### src/rtl/cftic_pkg.sv
`timescale 1ns / 1ps
`default_nettype none

package cftic_pkg;

  // default sizes
  localparam int TRACE_DEPTH_DEF   = 8;
  localparam int TABLE_ENTRIES_DEF = 16;
  localparam int DUMP_LIMIT_DEF    = 8;

  typedef enum logic [1:0] {
    OP_RECORD = 2'd0,
    OP_TREAD  = 2'd1,
    OP_CREAD  = 2'd2,
    OP_CLEAR  = 2'd3
  } op_t;

  // bus in the top bits, then extended flag, then identifier
  typedef struct packed {
    logic [1:0]  bus;
    logic        ext;
    logic [28:0] id;
  } key_t;

  typedef struct packed {
    key_t        key;
    logic [31:0] hits;
    logic [31:0] last_ms;
  } entry_t;

  // update request applied on the way into a cell
  typedef struct packed {
    logic        hit;
    logic        wr_new;
    key_t        key;
    logic [31:0] stamp;
  } cell_ctl_t;

  typedef struct packed {
    logic [3:0] dlc;
    key_t       key;
  } trace_hdr_t;

  typedef struct packed {
    logic        entry_valid;
    logic [1:0]  out_bus;
    logic        out_extended;
    logic [28:0] out_id;
    logic [3:0]  out_dlc;
    logic [63:0] out_payload;
    logic [31:0] out_hits;
    logic [31:0] out_last_ms;
    logic [3:0]  trace_held;
    logic [4:0]  ids_held;
  } out_item_t;

endpackage

`default_nettype wire

### src/rtl/cftic_in_if.sv
`timescale 1ns / 1ps
`default_nettype none

interface cftic_in_if;
  logic        valid;
  logic        ready;
  logic [1:0]  opcode;
  logic [1:0]  bus_number;
  logic        extended_flag;
  logic [28:0] frame_id;
  logic [3:0]  frame_dlc;
  logic [63:0] frame_payload;
  logic [31:0] now_ms;
  logic [3:0]  entry_index;

  modport source (
    output valid, opcode, bus_number, extended_flag, frame_id, frame_dlc,
           frame_payload, now_ms, entry_index,
    input  ready
  );

  modport sink (
    input  valid, opcode, bus_number, extended_flag, frame_id, frame_dlc,
           frame_payload, now_ms, entry_index,
    output ready
  );
endinterface

`default_nettype wire

### src/rtl/cftic_out_if.sv
`timescale 1ns / 1ps
`default_nettype none

interface cftic_out_if;
  logic        valid;
  logic        ready;
  logic        entry_valid;
  logic [1:0]  out_bus;
  logic        out_extended;
  logic [28:0] out_id;
  logic [3:0]  out_dlc;
  logic [63:0] out_payload;
  logic [31:0] out_hits;
  logic [31:0] out_last_ms;
  logic [3:0]  trace_held;
  logic [4:0]  ids_held;

  modport source (
    output valid, entry_valid, out_bus, out_extended, out_id, out_dlc,
           out_payload, out_hits, out_last_ms, trace_held, ids_held,
    input  ready
  );

  modport sink (
    input  valid, entry_valid, out_bus, out_extended, out_id, out_dlc,
           out_payload, out_hits, out_last_ms, trace_held, ids_held,
    output ready
  );
endinterface

`default_nettype wire

### src/rtl/cftic_cell.sv
`timescale 1ns / 1ps
`default_nettype none

module cftic_cell
  import cftic_pkg::*;
(
  input  wire logic      clk,
  input  wire logic      shift_en,
  input  wire entry_t    d_in,
  input  wire cell_ctl_t ctl,
  output entry_t         q
);

  entry_t q_r;
  entry_t q_nxt;

  always_comb begin
    q_nxt = d_in;
    if (ctl.wr_new) begin
      q_nxt.key     = ctl.key;
      q_nxt.hits    = 32'd1;
      q_nxt.last_ms = ctl.stamp;
    end else if (ctl.hit) begin
      q_nxt.hits    = d_in.hits + 32'd1;
      q_nxt.last_ms = ctl.stamp;
    end
  end

  always_ff @(posedge clk) begin
    if (shift_en) begin
      q_r <= q_nxt;
    end
  end

  assign q = q_r;

endmodule

`default_nettype wire

### src/rtl/cftic_trace.sv
`timescale 1ns / 1ps
`default_nettype none

module cftic_trace
  import cftic_pkg::*;
#(
  parameter int DEPTH = TRACE_DEPTH_DEF,
  localparam int AW   = $clog2(DEPTH)
) (
  input  wire logic          clk,
  input  wire logic          wr_en,
  input  wire logic [AW-1:0] wr_addr,
  input  wire trace_hdr_t    wr_hdr,
  input  wire logic [63:0]   wr_data,
  input  wire logic          rd_en,
  input  wire logic [AW-1:0] rd_addr,
  output trace_hdr_t         rd_hdr,
  output logic [63:0]        rd_data
);

  typedef struct packed {
    trace_hdr_t  hdr;
    logic [63:0] data;
  } row_t;

  row_t mem [DEPTH];
  row_t rd_r;

  always_ff @(posedge clk) begin
    if (wr_en) begin
      mem[wr_addr] <= '{hdr: wr_hdr, data: wr_data};
    end
  end

  always_ff @(posedge clk) begin
    if (rd_en) begin
      rd_r <= mem[rd_addr];
    end
  end

  assign rd_hdr  = rd_r.hdr;
  assign rd_data = rd_r.data;

endmodule

`default_nettype wire

### src/rtl/can_frame_trace_and_id_counter_top.sv
`timescale 1ns / 1ps
`default_nettype none

// record and counter read: the accepting beat starts a table scan (ST_SCAN) over one full rotation,
//   then ST_FIN loads the result register and the input is ready again in ST_IDLE; the table scan sets the time
// trace read and clear: the accepting beat leads straight to ST_FIN, which loads the result register
// a result not yet taken holds the next item in its final state and the input waits
// rst_n synchronous active low: empties trace ring and id table, no result pending
// trace memory is not cleared; only entries written since the last clear are read
module can_frame_trace_and_id_counter_top
  import cftic_pkg::*;
#(
  parameter int TRACE_DEPTH   = TRACE_DEPTH_DEF,
  parameter int TABLE_ENTRIES = TABLE_ENTRIES_DEF,
  parameter int DUMP_LIMIT    = DUMP_LIMIT_DEF
) (
  input wire logic    clk,
  input wire logic    rst_n,
  cftic_in_if.sink    in_ch,
  cftic_out_if.source out_ch
);

  localparam int CW  = (TABLE_ENTRIES > 1) ? $clog2(TABLE_ENTRIES) : 1;
  localparam int FW  = $clog2(TABLE_ENTRIES + 1);
  localparam int AW  = $clog2(TRACE_DEPTH);
  localparam int TFW = $clog2(TRACE_DEPTH + 1);
  localparam int DLW = $clog2(DUMP_LIMIT + 1);
  localparam int MW1 = (TFW > FW) ? TFW : FW;
  localparam int MW2 = (MW1 > DLW) ? MW1 : DLW;
  // wide enough for write pos + depth + index and every count compare
  localparam int SW  = MW2 + 5;

  typedef enum logic [2:0] {
    ST_IDLE = 3'b001,
    ST_SCAN = 3'b010,
    ST_FIN  = 3'b100
  } state_t;

  state_t state_r, state_nxt;

  // latched request
  op_t         op_r;
  key_t        key_r;
  logic [31:0] now_r;
  logic [3:0]  idx_r;
  logic        trc_ok_r;

  // trace ring bookkeeping
  logic [AW-1:0]  wp_r;
  logic [TFW-1:0] trace_fill_r;

  // id table bookkeeping
  logic [FW-1:0] table_fill_r;
  logic [CW-1:0] cnt_r;
  logic          found_r;
  entry_t        cap_r;

  out_item_t out_r;
  logic      out_valid_r;

  wire logic in_beat  = in_ch.valid && in_ch.ready;
  wire logic out_free = !out_valid_r || out_ch.ready;
  wire op_t  in_op    = op_t'(in_ch.opcode);
  wire logic scan     = (state_r == ST_SCAN);
  wire logic last_cnt = (cnt_r == CW'(TABLE_ENTRIES - 1));

  key_t in_key;
  assign in_key = '{bus: in_ch.bus_number, ext: in_ch.extended_flag, id: in_ch.frame_id};

  // ---------------------------------------------------------------------------
  // trace read address: oldest of the shown frames sits at wp - shown
  // ---------------------------------------------------------------------------
  logic [SW-1:0] shown;
  logic [SW-1:0] src_sum;
  logic [SW-1:0] src_wrap;
  logic          trc_ok;

  always_comb begin
    shown = SW'(trace_fill_r);
    if (shown > SW'(DUMP_LIMIT)) begin
      shown = SW'(DUMP_LIMIT);
    end
    trc_ok   = SW'(in_ch.entry_index) < shown;
    src_sum  = SW'(wp_r) + SW'(TRACE_DEPTH) - shown + SW'(in_ch.entry_index);
    src_wrap = (src_sum >= SW'(TRACE_DEPTH)) ? (src_sum - SW'(TRACE_DEPTH)) : src_sum;
  end

  trace_hdr_t  rd_hdr;
  logic [63:0] rd_data;
  trace_hdr_t  wr_hdr;
  assign wr_hdr = '{dlc: in_ch.frame_dlc, key: in_key};

  cftic_trace #(
    .DEPTH (TRACE_DEPTH)
  ) u_trace (
    .clk     (clk),
    .wr_en   (in_beat && (in_op == OP_RECORD)),
    .wr_addr (wp_r),
    .wr_hdr  (wr_hdr),
    .wr_data (in_ch.frame_payload),
    .rd_en   (in_beat && (in_op == OP_TREAD) && trc_ok),
    .rd_addr (src_wrap[AW-1:0]),
    .rd_hdr  (rd_hdr),
    .rd_data (rd_data)
  );

  // ---------------------------------------------------------------------------
  // id table: ring of cells, cell 0 is the head compared each scan cycle,
  // the head entry (possibly updated) re-enters at the tail
  // ---------------------------------------------------------------------------
  entry_t    ring_q [TABLE_ENTRIES];
  cell_ctl_t tail_ctl;

  wire logic head_live = SW'(cnt_r) < SW'(table_fill_r);
  wire logic head_hit  = scan && (op_r == OP_RECORD) && head_live && (ring_q[0].key == key_r);
  // every held entry has passed the head before the first free slot arrives
  wire logic head_new  = scan && (op_r == OP_RECORD) && !found_r &&
                         (SW'(cnt_r) == SW'(table_fill_r));

  assign tail_ctl = '{hit: head_hit, wr_new: head_new, key: key_r, stamp: now_r};

  for (genvar gi = 0; gi < TABLE_ENTRIES; gi++) begin : g_cell
    cftic_cell u_cell (
      .clk      (clk),
      .shift_en (scan),
      .d_in     (ring_q[(gi + 1) % TABLE_ENTRIES]),
      .ctl      ((gi == TABLE_ENTRIES - 1) ? tail_ctl : cell_ctl_t'('0)),
      .q        (ring_q[gi])
    );
  end

  // ---------------------------------------------------------------------------
  // sequencer
  // ---------------------------------------------------------------------------
  always_comb begin
    state_nxt = state_r;
    case (state_r)
      ST_IDLE: begin
        if (in_beat) begin
          state_nxt = ((in_op == OP_RECORD) || (in_op == OP_CREAD)) ? ST_SCAN : ST_FIN;
        end
      end
      ST_SCAN: begin
        if (last_cnt) begin
          state_nxt = ST_FIN;
        end
      end
      ST_FIN: begin
        if (out_free) begin
          state_nxt = ST_IDLE;
        end
      end
      default: state_nxt = ST_IDLE;
    endcase
  end

  // ready while no item is in work, even with a result still waiting
  assign in_ch.ready = (state_r == ST_IDLE);

  always_ff @(posedge clk) begin
    if (!rst_n) begin
      state_r      <= ST_IDLE;
      wp_r         <= '0;
      trace_fill_r <= '0;
      table_fill_r <= '0;
      cnt_r        <= '0;
      found_r      <= 1'b0;
    end else begin
      state_r <= state_nxt;
      if (in_beat) begin
        found_r <= 1'b0;
        cnt_r   <= '0;
        case (in_op)
          OP_RECORD: begin
            wp_r <= (wp_r == AW'(TRACE_DEPTH - 1)) ? '0 : wp_r + AW'(1);
            if (trace_fill_r != TFW'(TRACE_DEPTH)) begin
              trace_fill_r <= trace_fill_r + TFW'(1);
            end
          end
          OP_CLEAR: begin
            wp_r         <= '0;
            trace_fill_r <= '0;
            table_fill_r <= '0;
          end
          default: ;
        endcase
      end else if (scan) begin
        cnt_r <= last_cnt ? '0 : cnt_r + CW'(1);
        // once matched or appended, the rest of the rotation leaves the table alone
        if (head_hit || head_new) begin
          found_r <= 1'b1;
        end
        if (head_new) begin
          table_fill_r <= table_fill_r + FW'(1);
        end
      end
    end
  end

  // request payload and counter capture
  always_ff @(posedge clk) begin
    if (in_beat) begin
      op_r     <= in_op;
      key_r    <= in_key;
      now_r    <= in_ch.now_ms;
      idx_r    <= in_ch.entry_index;
      trc_ok_r <= trc_ok;
    end
    if (scan && (op_r == OP_CREAD) && (SW'(cnt_r) == SW'(idx_r))) begin
      cap_r <= ring_q[0];
    end
  end

  // ---------------------------------------------------------------------------
  // result register
  // ---------------------------------------------------------------------------
  out_item_t res;

  always_comb begin
    res            = '0;
    res.trace_held = 4'(trace_fill_r);
    res.ids_held   = 5'(table_fill_r);
    case (op_r)
      OP_TREAD: begin
        if (trc_ok_r) begin
          res.entry_valid  = 1'b1;
          res.out_bus      = rd_hdr.key.bus;
          res.out_extended = rd_hdr.key.ext;
          res.out_id       = rd_hdr.key.id;
          res.out_dlc      = rd_hdr.dlc;
          res.out_payload  = rd_data;
        end
      end
      OP_CREAD: begin
        if (SW'(idx_r) < SW'(table_fill_r)) begin
          res.entry_valid  = 1'b1;
          res.out_bus      = cap_r.key.bus;
          res.out_extended = cap_r.key.ext;
          res.out_id       = cap_r.key.id;
          res.out_hits     = cap_r.hits;
          res.out_last_ms  = cap_r.last_ms;
        end
      end
      default: ;
    endcase
  end

  always_ff @(posedge clk) begin
    if (!rst_n) begin
      out_valid_r <= 1'b0;
    end else if ((state_r == ST_FIN) && out_free) begin
      out_valid_r <= 1'b1;
    end else if (out_ch.ready) begin
      out_valid_r <= 1'b0;
    end
  end

  always_ff @(posedge clk) begin
    if ((state_r == ST_FIN) && out_free) begin
      out_r <= res;
    end
  end

  assign out_ch.valid        = out_valid_r;
  assign out_ch.entry_valid  = out_r.entry_valid;
  assign out_ch.out_bus      = out_r.out_bus;
  assign out_ch.out_extended = out_r.out_extended;
  assign out_ch.out_id       = out_r.out_id;
  assign out_ch.out_dlc      = out_r.out_dlc;
  assign out_ch.out_payload  = out_r.out_payload;
  assign out_ch.out_hits     = out_r.out_hits;
  assign out_ch.out_last_ms  = out_r.out_last_ms;
  assign out_ch.trace_held   = out_r.trace_held;
  assign out_ch.ids_held     = out_r.ids_held;

  // ---------------------------------------------------------------------------
  // checks
  // ---------------------------------------------------------------------------
  a_table_bound: assert property (@(posedge clk) disable iff (!rst_n)
    table_fill_r <= FW'(TABLE_ENTRIES))
    else $error("id table fill beyond capacity");

  a_clear_empties: assert property (@(posedge clk) disable iff (!rst_n)
    (in_beat && (in_op == OP_CLEAR)) |=> (trace_fill_r == '0) && (table_fill_r == '0))
    else $error("clear left entries held");

  a_scan_ends: assert property (@(posedge clk) disable iff (!rst_n)
    (scan && last_cnt) |=> (state_r == ST_FIN) && (cnt_r == '0))
    else $error("table scan did not end after one rotation");

  a_one_outcome: assert property (@(posedge clk) disable iff (!rst_n)
    !(head_hit && head_new))
    else $error("frame both matched and appended");

endmodule

`default_nettype wire

### src/flat_wrapper.sv
// flat-port wrapper written by rule: the top's interface ports become plain ports
module can_frame_trace_and_id_counter_top_flat import cftic_pkg::*;
#(
  parameter int TRACE_DEPTH   = TRACE_DEPTH_DEF,
  parameter int TABLE_ENTRIES = TABLE_ENTRIES_DEF,
  parameter int DUMP_LIMIT    = DUMP_LIMIT_DEF
)
  (clk, rst_n, in_ch_valid, in_ch_opcode, in_ch_bus_number, in_ch_extended_flag, in_ch_frame_id, in_ch_frame_dlc, in_ch_frame_payload, in_ch_now_ms, in_ch_entry_index, in_ch_ready, out_ch_valid, out_ch_entry_valid, out_ch_out_bus, out_ch_out_extended, out_ch_out_id, out_ch_out_dlc, out_ch_out_payload, out_ch_out_hits, out_ch_out_last_ms, out_ch_trace_held, out_ch_ids_held, out_ch_ready);
  cftic_in_if in_ch_i ();
  cftic_out_if out_ch_i ();
  input wire logic clk;
  input wire logic rst_n;
  input wire logic [$bits(in_ch_i.valid)-1:0] in_ch_valid;
  input wire logic [$bits(in_ch_i.opcode)-1:0] in_ch_opcode;
  input wire logic [$bits(in_ch_i.bus_number)-1:0] in_ch_bus_number;
  input wire logic [$bits(in_ch_i.extended_flag)-1:0] in_ch_extended_flag;
  input wire logic [$bits(in_ch_i.frame_id)-1:0] in_ch_frame_id;
  input wire logic [$bits(in_ch_i.frame_dlc)-1:0] in_ch_frame_dlc;
  input wire logic [$bits(in_ch_i.frame_payload)-1:0] in_ch_frame_payload;
  input wire logic [$bits(in_ch_i.now_ms)-1:0] in_ch_now_ms;
  input wire logic [$bits(in_ch_i.entry_index)-1:0] in_ch_entry_index;
  output wire logic [$bits(in_ch_i.ready)-1:0] in_ch_ready;
  output wire logic [$bits(out_ch_i.valid)-1:0] out_ch_valid;
  output wire logic [$bits(out_ch_i.entry_valid)-1:0] out_ch_entry_valid;
  output wire logic [$bits(out_ch_i.out_bus)-1:0] out_ch_out_bus;
  output wire logic [$bits(out_ch_i.out_extended)-1:0] out_ch_out_extended;
  output wire logic [$bits(out_ch_i.out_id)-1:0] out_ch_out_id;
  output wire logic [$bits(out_ch_i.out_dlc)-1:0] out_ch_out_dlc;
  output wire logic [$bits(out_ch_i.out_payload)-1:0] out_ch_out_payload;
  output wire logic [$bits(out_ch_i.out_hits)-1:0] out_ch_out_hits;
  output wire logic [$bits(out_ch_i.out_last_ms)-1:0] out_ch_out_last_ms;
  output wire logic [$bits(out_ch_i.trace_held)-1:0] out_ch_trace_held;
  output wire logic [$bits(out_ch_i.ids_held)-1:0] out_ch_ids_held;
  input wire logic [$bits(out_ch_i.ready)-1:0] out_ch_ready;
  assign in_ch_i.valid = in_ch_valid;
  assign in_ch_i.opcode = in_ch_opcode;
  assign in_ch_i.bus_number = in_ch_bus_number;
  assign in_ch_i.extended_flag = in_ch_extended_flag;
  assign in_ch_i.frame_id = in_ch_frame_id;
  assign in_ch_i.frame_dlc = in_ch_frame_dlc;
  assign in_ch_i.frame_payload = in_ch_frame_payload;
  assign in_ch_i.now_ms = in_ch_now_ms;
  assign in_ch_i.entry_index = in_ch_entry_index;
  assign in_ch_ready = in_ch_i.ready;
  assign out_ch_valid = out_ch_i.valid;
  assign out_ch_entry_valid = out_ch_i.entry_valid;
  assign out_ch_out_bus = out_ch_i.out_bus;
  assign out_ch_out_extended = out_ch_i.out_extended;
  assign out_ch_out_id = out_ch_i.out_id;
  assign out_ch_out_dlc = out_ch_i.out_dlc;
  assign out_ch_out_payload = out_ch_i.out_payload;
  assign out_ch_out_hits = out_ch_i.out_hits;
  assign out_ch_out_last_ms = out_ch_i.out_last_ms;
  assign out_ch_trace_held = out_ch_i.trace_held;
  assign out_ch_ids_held = out_ch_i.ids_held;
  assign out_ch_i.ready = out_ch_ready;
  can_frame_trace_and_id_counter_top #(.TRACE_DEPTH(TRACE_DEPTH), .TABLE_ENTRIES(TABLE_ENTRIES), .DUMP_LIMIT(DUMP_LIMIT)) u_core (.clk(clk), .rst_n(rst_n), .in_ch(in_ch_i), .out_ch(out_ch_i));
endmodule
### config.mk
export PLATFORM = sky130hd
export DESIGN_NAME = can_frame_trace_and_id_counter_top_flat
export DESIGN_NICKNAME = d
export VERILOG_FILES = /design/src/rtl/cftic_pkg.sv /design/src/rtl/cftic_in_if.sv /design/src/rtl/cftic_out_if.sv /design/src/rtl/cftic_cell.sv /design/src/rtl/cftic_trace.sv /design/src/rtl/can_frame_trace_and_id_counter_top.sv /design/src/flat_wrapper.sv
export SDC_FILE = /design/constraint.sdc
export NUM_CORES = 2
export LEC_CHECK = 0
export ABC_AREA = 1
export BUFFER_PORTS_ARGS = -buffer_cell sky130_fd_sc_hd__buf_2
export CORE_MARGIN = 4
export CORE_UTILIZATION = 41
export DETAILED_ROUTE_END_ITERATION = 8
export PLACE_DENSITY = 0.65
export SLEW_MARGIN = 30
export SYNTH_ARGS = -nofsm -noshare
export SYNTH_HDL_FRONTEND = slang
export SYNTH_SLANG_ARGS = --single-unit
### constraint.sdc
create_clock -name clk -period 30.3 [get_ports clk]
set_input_delay 1.515 -clock clk [delete_from_list [all_inputs] [get_ports clk]]
set_output_delay 1.515 -clock clk [all_outputs]
set_load 0.02 [all_outputs]
==> impl_metrics.yaml <==
outcome:
  status: "finished, final reports clean"
clock_network:
  cts_setup_buffers: 0
  postCtsHoldBufs: 0
  clk-insertion-delay-late_ps: 920
  clk_pin_slew_worst_paths_ps: 60
  h-tree-depth: 5
  cts_tree: "built"
  cts.sinks: 2798
  cts_root_buffer: "clkbuf_16"
  cts_resized: 0
  cts_buffer_depth: 4
  numCtsBuffers: 298
global_route:
  grt_overflow: 0
  grt_pass1_wl_um: 274000
  grt_usage: 0.147
  antenna_found_initial: 58
  grt_pass1_vias: 45300
  grt_max_degree: 206
synthesis:
  syn-cell-area_um2: 97200
  ys_ff_latch: 2798
  synth_common_cells: "2777 x edfxtp_1, 599 x nand2_1, 569 x inv_1, 347 x nor2_1, 328 x o21ai_0"
  postSynthCellCount: 5592
  avgSynthCellArea_um2: 17.4
  synth_edf_count: 2777
  synth_ff_type: "edfxtp_1"
  synth_top_area_frac: 0.858
  ys_types: 43
  async_flop_share: 0
  synth_area_leader_cell: "edfxtp_1"
  yosysWarnings: 0
  synth_nets: 5762
  synth.area.top_cells: "edfxtp_1 86%, nand2_1 2.3%, inv_1 2.2%, o21ai_0 1.7%, a21oi_1 1.4%"
  seq_area_frac_synth: 0.862
  yosysMostFrequentCell: "edfxtp_1"
timing:
  final-setup-viol-count: 0
  tightest_slew_ps: 1070
  period_needed_ps: 5380
  grt_setup_unrepaired: "no"
  hold_viol_final: 0
  final.period_utilization: 0.178
  timing.max_slew.rel_slack: 0.284
  clock.fmax_mhz: 186
  slew_violations: 0
  skew_ps: 79.6
  setup_ws_ps: 24920
  fin_tns_setup_ps: 0
flow_run:
  timing.max_cap.violations: 0
critical_path:
  path_common_cell: "inv_1"
  path_cells: "inv_1, ha_1, a21oi_1, nor2_1, ha_1, inv_1, ha_4, inv_1, fa_4, buf_12, buf_4, buf_6, a21oi_1, o21ai_0, o21ai_0, nor2_1, a31oi_1"
  critPathMaxFanout: 85
  cp_slowest_cell: "fa_4"
  critPathCaptureType: "flop"
  required_ps: 30920
  worstSetupPathType: "flop to flop"
  cp_slowest_stage_delay_ps: 1230
  startpoint_type: "flop"
  cp.arrival_ps: 6000
power_and_ir_drop:
  p_clk_frac: 0.408
  p_leak_nw: 38.6
  p_comb_frac: 0.075
  p_switching_mw: 1.86
  intPower_mw: 6.57
  power.density_nw_per_um2: 75.2
  seqPwrFrac: 0.517
  swShare: 0.221
  power.total_mw: 8.43
  max-vdd-ir-drop_mv: 0.0496
finish:
  nFillCells: 19600
  design_area_um2: 112000
  final_nets: 6253
  area_delta_synth_final_pct: 15.3
  final_layout_size_suffix_gt1_frac: 0.134
detailed_routing:
  vias_per_cell: 4.87
  drt_iter0_markers: 4311
  wire_per_inst_um: 19.4
  ant_nets: 0
  wl_um: 184000
  vias: 46100
  remaining_drc_errors: 0
  firstDrtPassIters: 6
placement:
  gp_congestion: 0.886
  postPlaceCellArea_um2: 103000
  place_ws_ps: 23960
  place.port_buffers: 317
  dp_hpwl_um: 102000
die:
  coreArea_um2: 236000
  dieArea_um2: 245000
  initial_utilization: 0.412
  dieWidth_um: 495
  die_h_um: 495
  rows: 178
  ioPinCount: 318
min_path:
  hold_path.class: "flop to flop"
## metrics by stage
step	hold slack [ps]	utilization	cells
5_1_grt	369	0.475	9447
4_1_cts	359	0.474	9433
3_3_place_gp	400	0.435	8925
6_report	360	0.476	9471
3_5_place_dp	405	0.435	8928
2_1_floorplan	400	-	5592
## layout by cell type (no fill, tap or decap), types with 6 or more instances in the layout
cell type,synthesis,routed
nand2_1,599,598
xnor2_1,9,8
clkinvlp_4,0,14
mux2i_1,100,100
clkinv_2,0,41
buf_2,57,317
dfxtp_1,21,21
inv_2,6,8
xor2_1,13,13
o21ai_0,328,328
clkbuf_16,0,303
buf_4,15,34
inv_1,569,566
edfxtp_1,2777,2777
nor2_4,4,8
buf_6,2,17
clkbuf_1,101,48
nor2_1,347,342
buf_12,0,10
o21ai_1,15,15
nand3_2,11,11
nand3b_1,13,13
diode_2,0,33
nor3_1,11,6
ha_1,26,25
o211ai_1,101,101
inv_6,0,10
nor2_2,5,6
a21oi_2,10,10
nand3_1,37,37
bufinv_16,0,25
a21oi_1,269,269
clkinv_1,2,61
a31oi_1,102,102
## final timing paths
kind	from	endpoint	slack [ps]	cells past startpoint
setup / recovery	u_core.trace_fill_r[0]$_SDFFE_PN0P_	u_core.u_trace.rd_data[17]$_DFFE_PP_	24920	17
hold reg to reg	u_core.g_cell[8].u_cell.q[59]$_DFFE_PP_	u_core.g_cell[7].u_cell.q[59]$_DFFE_PP_	360	0
setup reg to reg	u_core.trace_fill_r[0]$_SDFFE_PN0P_	u_core.u_trace.rd_data[17]$_DFFE_PP_	24920	17
hold / removal	u_core.g_cell[8].u_cell.q[59]$_DFFE_PP_	u_core.g_cell[7].u_cell.q[59]$_DFFE_PP_	360	0
## worst max-delay path: cells and delay by family, from the launching register on
| family | cells | cell delay, ps |
|---|---|---|
| buffers and inverters | 6 | 1900 |
| DFF | 1 | 360 |
| AOI/OAI and AO/OA | 5 | 590 |
| adders and majority gates | 4 | 1860 |
| and+or+nand+nor | 2 | 210 |
## flip-flops by register name (all words and copies together), names as in the netlist, 2 cells and up
| register | count |
|---|---|
| u_core.g_cell.u_cell.q | 1536 |
| u_core.u_trace.mem | 800 |
| u_core.cap_r | 96 |
| u_core.out_ch.out_payload | 64 |
| u_core.u_trace.rd_data | 64 |
| u_core.u_trace.rd_hdr | 36 |
| u_core.key_r | 32 |
| u_core.now_r | 32 |
| u_core.out_ch.out_hits | 32 |
| u_core.out_ch.out_last_ms | 32 |
| u_core.out_ch.out_id | 29 |
| u_core.out_ch.ids_held | 5 |
| u_core.table_fill_r | 5 |
| u_core.cnt_r | 4 |
| u_core.idx_r | 4 |
| u_core.out_ch.out_dlc | 4 |
| u_core.out_ch.trace_held | 4 |
| u_core.trace_fill_r | 4 |
| u_core.state_r | 3 |
| u_core.wp_r | 3 |
| u_core.op_r | 2 |
| u_core.out_ch.out_bus | 2 |
## power groups by stage
stage          registers [mW]  clock network (mW)  logic [mW]
3_5_place_dp             4.44                   0       0.635
4_1_cts                  4.36                3.53       0.638
6_report                 4.36                3.44       0.636
3_3_place_gp             4.44                   0       0.612
5_1_grt                  4.36                3.70       0.715
2_1_floorplan            4.49                   0       0.449
## final cells by class
type / count / area [um^2] / share of cell area
multi-input combinational: 2024 / 10500 / 0.0933
timing repair buffer: 384 / 2390 / 0.0213
tap: 3150 / 3940 / 0.0352
clock inverter: 154 / 1440 / 0.0128
inverter: 577 / 2170 / 0.0194
antenna: 33 / 82.6 / 0.000737
sequential: 2798 / 83800 / 0.748
clock buffer: 351 / 7760 / 0.0693
## kinds of logic after synthesis
group | count (synthesis) | synth area share
buffers and inverters | 770 | 0.0313
muxes | 100 | 0.0103
and+or+nand+nor | 1040 | 0.0428
AOI/OAI and AO/OA | 834 | 0.0475
DFF | 2798 | 0.862
adders and majority gates | 28 | 0.00376
xor gates and xnor gates | 22 | 0.00198
## metal layers
layer / share of wire / global-route usage
met5: 0.0011 / 0
met4: 0.031 / 0.0525
met3: 0.070 / 0.0363
met2: 0.46 / 0.225
met1: 0.44 / 0.205
Power figures use the tool's default switching activity.
